## src/rtl/dhlt_pkg.sv

```systemverilog
`timescale 1ns / 1ps

package dhlt_pkg;

    localparam int ANGLE_BITS_DEF  = 16;
    localparam int LENGTH_BITS_DEF = 32;
    localparam int TRIG_STAGES_DEF = 16;

    // Q2.30 rotation values carry headroom for the gain overshoot
    localparam int XY_W   = 34;
    localparam int Z_W    = 33;
    localparam int TRIG_W = 16;
    localparam int ATAN_N = 24;

    localparam logic signed [XY_W-1:0] X_INIT = 34'sd652032874;
    localparam logic signed [TRIG_W-1:0] ONE_Q14 = 16'sd16384;

    // arctan(2^-i) as a fraction of a full turn, 2^32 per turn
    localparam logic [31:0] ATAN_TURN [ATAN_N] = '{
        32'h20000000, 32'h12E4051E, 32'h09FB385B, 32'h051111D4, 32'h028B0D43, 32'h0145D7E1,
        32'h00A2F61E, 32'h00517C55, 32'h0028BE53, 32'h00145F2F, 32'h000A2F98, 32'h000517CC,
        32'h00028BE6, 32'h000145F3, 32'h0000A2FA, 32'h0000517D, 32'h000028BE, 32'h0000145F,
        32'h00000A30, 32'h00000518, 32'h0000028C, 32'h00000146, 32'h000000A3, 32'h00000051
    };

    typedef enum logic [1:0] {
        QUAD_0,
        QUAD_1,
        QUAD_2,
        QUAD_3
    } t_quad;

    typedef struct packed {
        logic signed [XY_W-1:0] x;
        logic signed [XY_W-1:0] y;
        logic signed [Z_W-1:0]  z;
        t_quad                  quad;
    } t_lane;

    // Fold a 32-bit binary angle to the nearest quadrant and seed the rotation
    function automatic t_lane start_lane(input logic [31:0] z32);
        logic [31:0] zq;
        logic [31:0] zr;
        t_lane       l;
        zq     = z32 + 32'h2000_0000;
        zr     = z32 - {zq[31:30], 30'd0};
        l.x    = X_INIT;
        l.y    = '0;
        l.z    = Z_W'($signed(zr));
        l.quad = t_quad'(zq[31:30]);
        return l;
    endfunction

endpackage

```

## src/rtl/dhlt_cell.sv

```systemverilog
`timescale 1ns / 1ps

module dhlt_cell #(
    parameter int STAGE       = 0,
    parameter int LENGTH_BITS = dhlt_pkg::LENGTH_BITS_DEF
) (
    input  logic                   i_clk,
    input  logic                   i_rst_n,
    input  logic                   i_en,
    input  logic                   i_valid,
    input  dhlt_pkg::t_lane        i_alpha,
    input  dhlt_pkg::t_lane        i_theta,
    input  logic [LENGTH_BITS-1:0] i_len_a,
    input  logic [LENGTH_BITS-1:0] i_len_d,
    output logic                   o_valid,
    output dhlt_pkg::t_lane        o_alpha,
    output dhlt_pkg::t_lane        o_theta,
    output logic [LENGTH_BITS-1:0] o_len_a,
    output logic [LENGTH_BITS-1:0] o_len_d
);

    function automatic dhlt_pkg::t_lane rot(input dhlt_pkg::t_lane l);
        logic signed [dhlt_pkg::XY_W-1:0] dx;
        logic signed [dhlt_pkg::XY_W-1:0] dy;
        logic signed [dhlt_pkg::Z_W-1:0]  da;
        dhlt_pkg::t_lane                  o;
        dx = $signed(l.y) >>> STAGE;
        dy = $signed(l.x) >>> STAGE;
        da = dhlt_pkg::Z_W'(dhlt_pkg::ATAN_TURN[STAGE]);
        o  = l;
        // residual of zero counts as positive
        if (!l.z[dhlt_pkg::Z_W-1]) begin
            o.x = l.x - dx;
            o.y = l.y + dy;
            o.z = l.z - da;
        end else begin
            o.x = l.x + dx;
            o.y = l.y - dy;
            o.z = l.z + da;
        end
        return o;
    endfunction

    logic                   r_valid;
    dhlt_pkg::t_lane        r_alpha;
    dhlt_pkg::t_lane        r_theta;
    logic [LENGTH_BITS-1:0] r_len_a;
    logic [LENGTH_BITS-1:0] r_len_d;
    dhlt_pkg::t_lane        n_alpha;
    dhlt_pkg::t_lane        n_theta;

    always_comb begin
        n_alpha = rot(i_alpha);
        n_theta = rot(i_theta);
    end

    always_ff @(posedge i_clk) begin
        if (!i_rst_n) begin
            r_valid <= 1'b0;
        end else if (i_en) begin
            r_valid <= i_valid;
        end
    end

    always_ff @(posedge i_clk) begin
        if (i_en) begin
            r_alpha <= n_alpha;
            r_theta <= n_theta;
            r_len_a <= i_len_a;
            r_len_d <= i_len_d;
        end
    end

    assign o_valid = r_valid;
    assign o_alpha = r_alpha;
    assign o_theta = r_theta;
    assign o_len_a = r_len_a;
    assign o_len_d = r_len_d;

endmodule

```

## config.mk

```make
export PLATFORM = sky130hd
export DESIGN_NAME = dhlt_cell
export DESIGN_NICKNAME = d
export VERILOG_FILES = /design/src/rtl/dhlt_pkg.sv /design/src/rtl/dhlt_cell.sv
export SDC_FILE = /design/constraint.sdc
export NUM_CORES = 1
export LEC_CHECK = 0
export BUFFER_PORTS_ARGS = -buffer_cell sky130_fd_sc_hd__buf_4
export CAP_MARGIN = 20
export CORE_ASPECT_RATIO = 1.5
export CORE_UTILIZATION = 38
export CTS_CLUSTER_DIAMETER = 40
export CTS_CLUSTER_SIZE = 12
export DETAILED_ROUTE_END_ITERATION = 10
export SYNTH_ARGS = -nofsm -noshare
export SYNTH_HDL_FRONTEND = slang
export SYNTH_SLANG_ARGS = --single-unit
```

## constraint.sdc

```tcl
create_clock -name i_clk -period 3.1 [get_ports i_clk]
set_input_delay 0.31 -clock i_clk [delete_from_list [all_inputs] [get_ports i_clk]]
set_output_delay 0.31 -clock i_clk [all_outputs]
set_load 0.05 [all_outputs]
```

==> run summary <==
final layout net count: 3518
antenna viol nets, final: 0
storage element area: 8070 µm²
switch share: 37.6%
vias in the first global route: 20300
Hold Path Sink: o_valid$_SDFFE_PN0P_
Worst Setup End Kind: flop
Hold Path Depth: 3
fraction of the mapped netlist area in simple logic gates: 11.1%
hold path startpoint: i_valid
P_sw: 5.80 mW
PwrDens: 518 nW/µm²
r2r setup slk: 2.51 ns
routed len/inst: 21.3 µm
largest net degree at the start of global routing: 98
DP Area: 27200 µm²
Final Cell Area: 29800 µm²
Clock transition at path regs: 0.06 ns
Internal Power: 9.63 mW
first-pass GRT wire length: 118000 µm
final setup vio count: 0
largest family of logic cells by synthesized area: compound AO/OA/AOI/OAI gates
outcome: completed
Layout area overhead: 50.5%
clk buf depth: 3
Post-Syn Nets: 2520
synth warn: 0
max cap viols: 0
Hold Crit Class: input pin to flop
critical path required time: 3.38 ns
Yosys top cell area share: 40.7%
share of flip-flops with an asynchronous set or reset: 0%
Die Area: 53000 µm²
Yosys reg bits: 269
WHS: 0.0394 ns
layout cells sized above 1: 33.2%
xor and xnor area share after synthesis: 5.80%
Worst Path Arrival: 3.21 ns
chip width: 188 µm
CTS tree: yes
H-Tree Depth: 2
# port buffers: 544
skew final: 0 ns
initial antenna violation count: 6
Post-CTS Setup Inserts: 0
max-slew violations: 0
top cells by count, synth: edfxtp_1 (268), a21oi_1 (213), inv_1 (204), ha_1 (202), nor2_1 (168)
FF-to-FF Start: o_valid$_SDFFE_PN0P_
Seq/Total Area, Yosys: 40.8%
Comb pwr share: 40.1%
DP HPWL: 63700 µm
most common cell in the synthesized netlist: edfxtp_1
Placed Cells: 3543
Post-Synthesis Cell Area: 19800 µm²
Syn Area/Cell: 9.72 µm²
final wirelength: 79700 µm
Worst Path Max Fanout: 10
fin crit share: 94.4%
Post-synth EDFFs: 268
fill cell count: 4557
via count: 19900
relative slew slack: 50.6%
maximum vdd drop: 0.481 mV
Adder-Cell Fraction of Synth Area: 13.6%
power share of the clock group: 28.8%
Critical Path Start Type: input pin
slew of the pin with the lowest slew margin: 0.734 ns
I/O Pins: 545
unrepaired setup endpoints after global routing: no
Leakage: 13.6 nW
clk_lat worst skew: 0.54 ns
Cell Count, Final, Fillers Out: 3742
area of the multi-input gates: 10500 µm²
fin crit period: 2.93 ns
DR pass1 iterations: 5
total track usage: 29.0%
highest clock rate: 342 MHz
Compound-Gate Fraction of Synth Area: 21.1%
Mapped Cells: 2036
CTS Buf Count: 38
clk sinks: 269
part of the power in registers: 31.1%
Synth cell types: 92
Initial DRC Count: 1377
DR vias/cell: 5.33
worst r2r dst: o_valid$_SDFFE_PN0P_
setup tns final: 0 ns
final hold vios: 0
CORE AREA: 51600 µm²
WS Path Type: input pin to flop
Die Y: 282 µm
FF-to-FF path depth: 2
leading area contributor after synthesis: edfxtp_1
multiplexer share of the synthesized area: 1.57%
ys flop type: edfxtp_1
Rows: 102
DRC violations left: 0
top cells by area, synth: edfxtp_1 (41%), ha_1 (13%), a21oi_1 (5.4%)
total grt overflow: 0
Clock Tree Root: clkbuf_16
final RePlAce weighted congestion: 0.962
Initial Utilization: 38.4%
worst max-delay path, cell delays in order:
cell and delay [ns]:
buf_4 0.12, ha_1 0.48, nand2_1 0.11, o21ai_0 0.27
o31ai_1 0.12, buf_4 0.16, or3_1 0.43, a311o_1 0.42
o21a_1 0.26, o2bb2ai_1 0.25, a211oi_2 0.10, xor2_1 0.16
logic make-up (layout without fill, tap and decap cells):
kind of cell | after synthesis | count (layout)
adders and majority gates | 210 | 210
and+or+nand+nor | 455 | 455
xor gates and xnor gates | 131 | 131
AOI/OAI and AO/OA | 635 | 635
buffers and inverters | 305 | 1331
DFF | 269 | 269
other | 0 | 4
muxes | 31 | 31
how the worst max path moves through the flow:
stage,startpoint,to,cells after the start
detailed placement,i_alpha[75],o_alpha[68]$_DFFE_PP_,12
global route,i_alpha[48],o_alpha[98]$_DFFE_PP_,14
global placement,i_alpha[41],o_alpha[68]$_DFFE_PP_,13
CTS,i_alpha[75],o_alpha[68]$_DFFE_PP_,12
finish,i_alpha[75],o_alpha[68]$_DFFE_PP_,12
floorplan,i_theta[35],o_theta[67]$_DFFE_PP_,11
layer usage:
layer | vias up | global-route usage, % | wire, µm
met5 | - | 0 | 0
li1 | 9349 | - | -
met4 | 0 | 16.3 | 4570
met3 | 210 | 3.19 | 3820
met2 | 829 | 57.0 | 43600
met1 | 9553 | 29.3 | 27800
cell type report:
cell class              instances  share of cell area, %
clock buffers                  48                   3.42
well taps                     676                   2.84
clock inverters                20                  0.865
multi-input cells            1462                   35.3
diodes                          4                 0.0336
flip-flops and latches        269                   27.1
inverters                     214                   2.70
repair buffers               1049                   27.8
cell usage in the layout, fill, tap and decap left out, types with 13 or more instances in the layout:
master | Yosys | layout
o21ai_0 | 126 | 126
nand4_1 | 17 | 17
ha_1 | 202 | 202
a211oi_1 | 18 | 18
nor2b_1 | 19 | 19
clkbuf_16 | 0 | 39
a21oi_1 | 213 | 213
nor2_1 | 168 | 168
o31ai_1 | 25 | 25
a31oi_1 | 17 | 17
o21a_1 | 13 | 13
o21bai_1 | 34 | 34
dlygate4sd3_1 | 0 | 127
nand3_1 | 31 | 31
mux2i_1 | 31 | 31
nor3_1 | 32 | 32
xnor2_1 | 112 | 112
or3_1 | 14 | 14
edfxtp_1 | 268 | 268
o211ai_1 | 13 | 13
a21o_1 | 36 | 36
nand2b_1 | 31 | 31
xor2_1 | 19 | 19
nand2_1 | 84 | 84
buf_4 | 7 | 915
inv_1 | 204 | 204
nor4_1 | 13 | 13
power groups by stage:
stage               clock [mW]  combinational (mW)  sequential (mW)
floorplan                    0                1.89             6.42
global placement             0                5.99             4.85
detailed placement           0                6.01             4.86
CTS                       4.54                6.17             4.79
global route              4.67                6.52             4.83
finish                    4.45                6.19             4.79
sequential cells by signal, summed over array words and instances, names as in the netlist:
name	cells
o_valid	1
o_len_d	32
o_alpha	102
o_theta	102
o_len_a	32
stage by stage:
stage	setup slack [ns]	power, mW	utilization (%)
2_1_floorplan	0.356	8.31	-
3_3_place_gp	-0.328	10.8	52.8
3_5_place_dp	-0.334	10.9	52.8
4_1_cts	0.217	15.5	57.8
5_1_grt	0.0175	16.0	57.8
6_report	0.175	15.4	57.8
timing repair:
action	CTS	global route
endpoints found under the hold margin	127	0
hold buffers	127	0
gates resized for setup	0	0
Note: power is estimated with default switching activity, not from simulation.
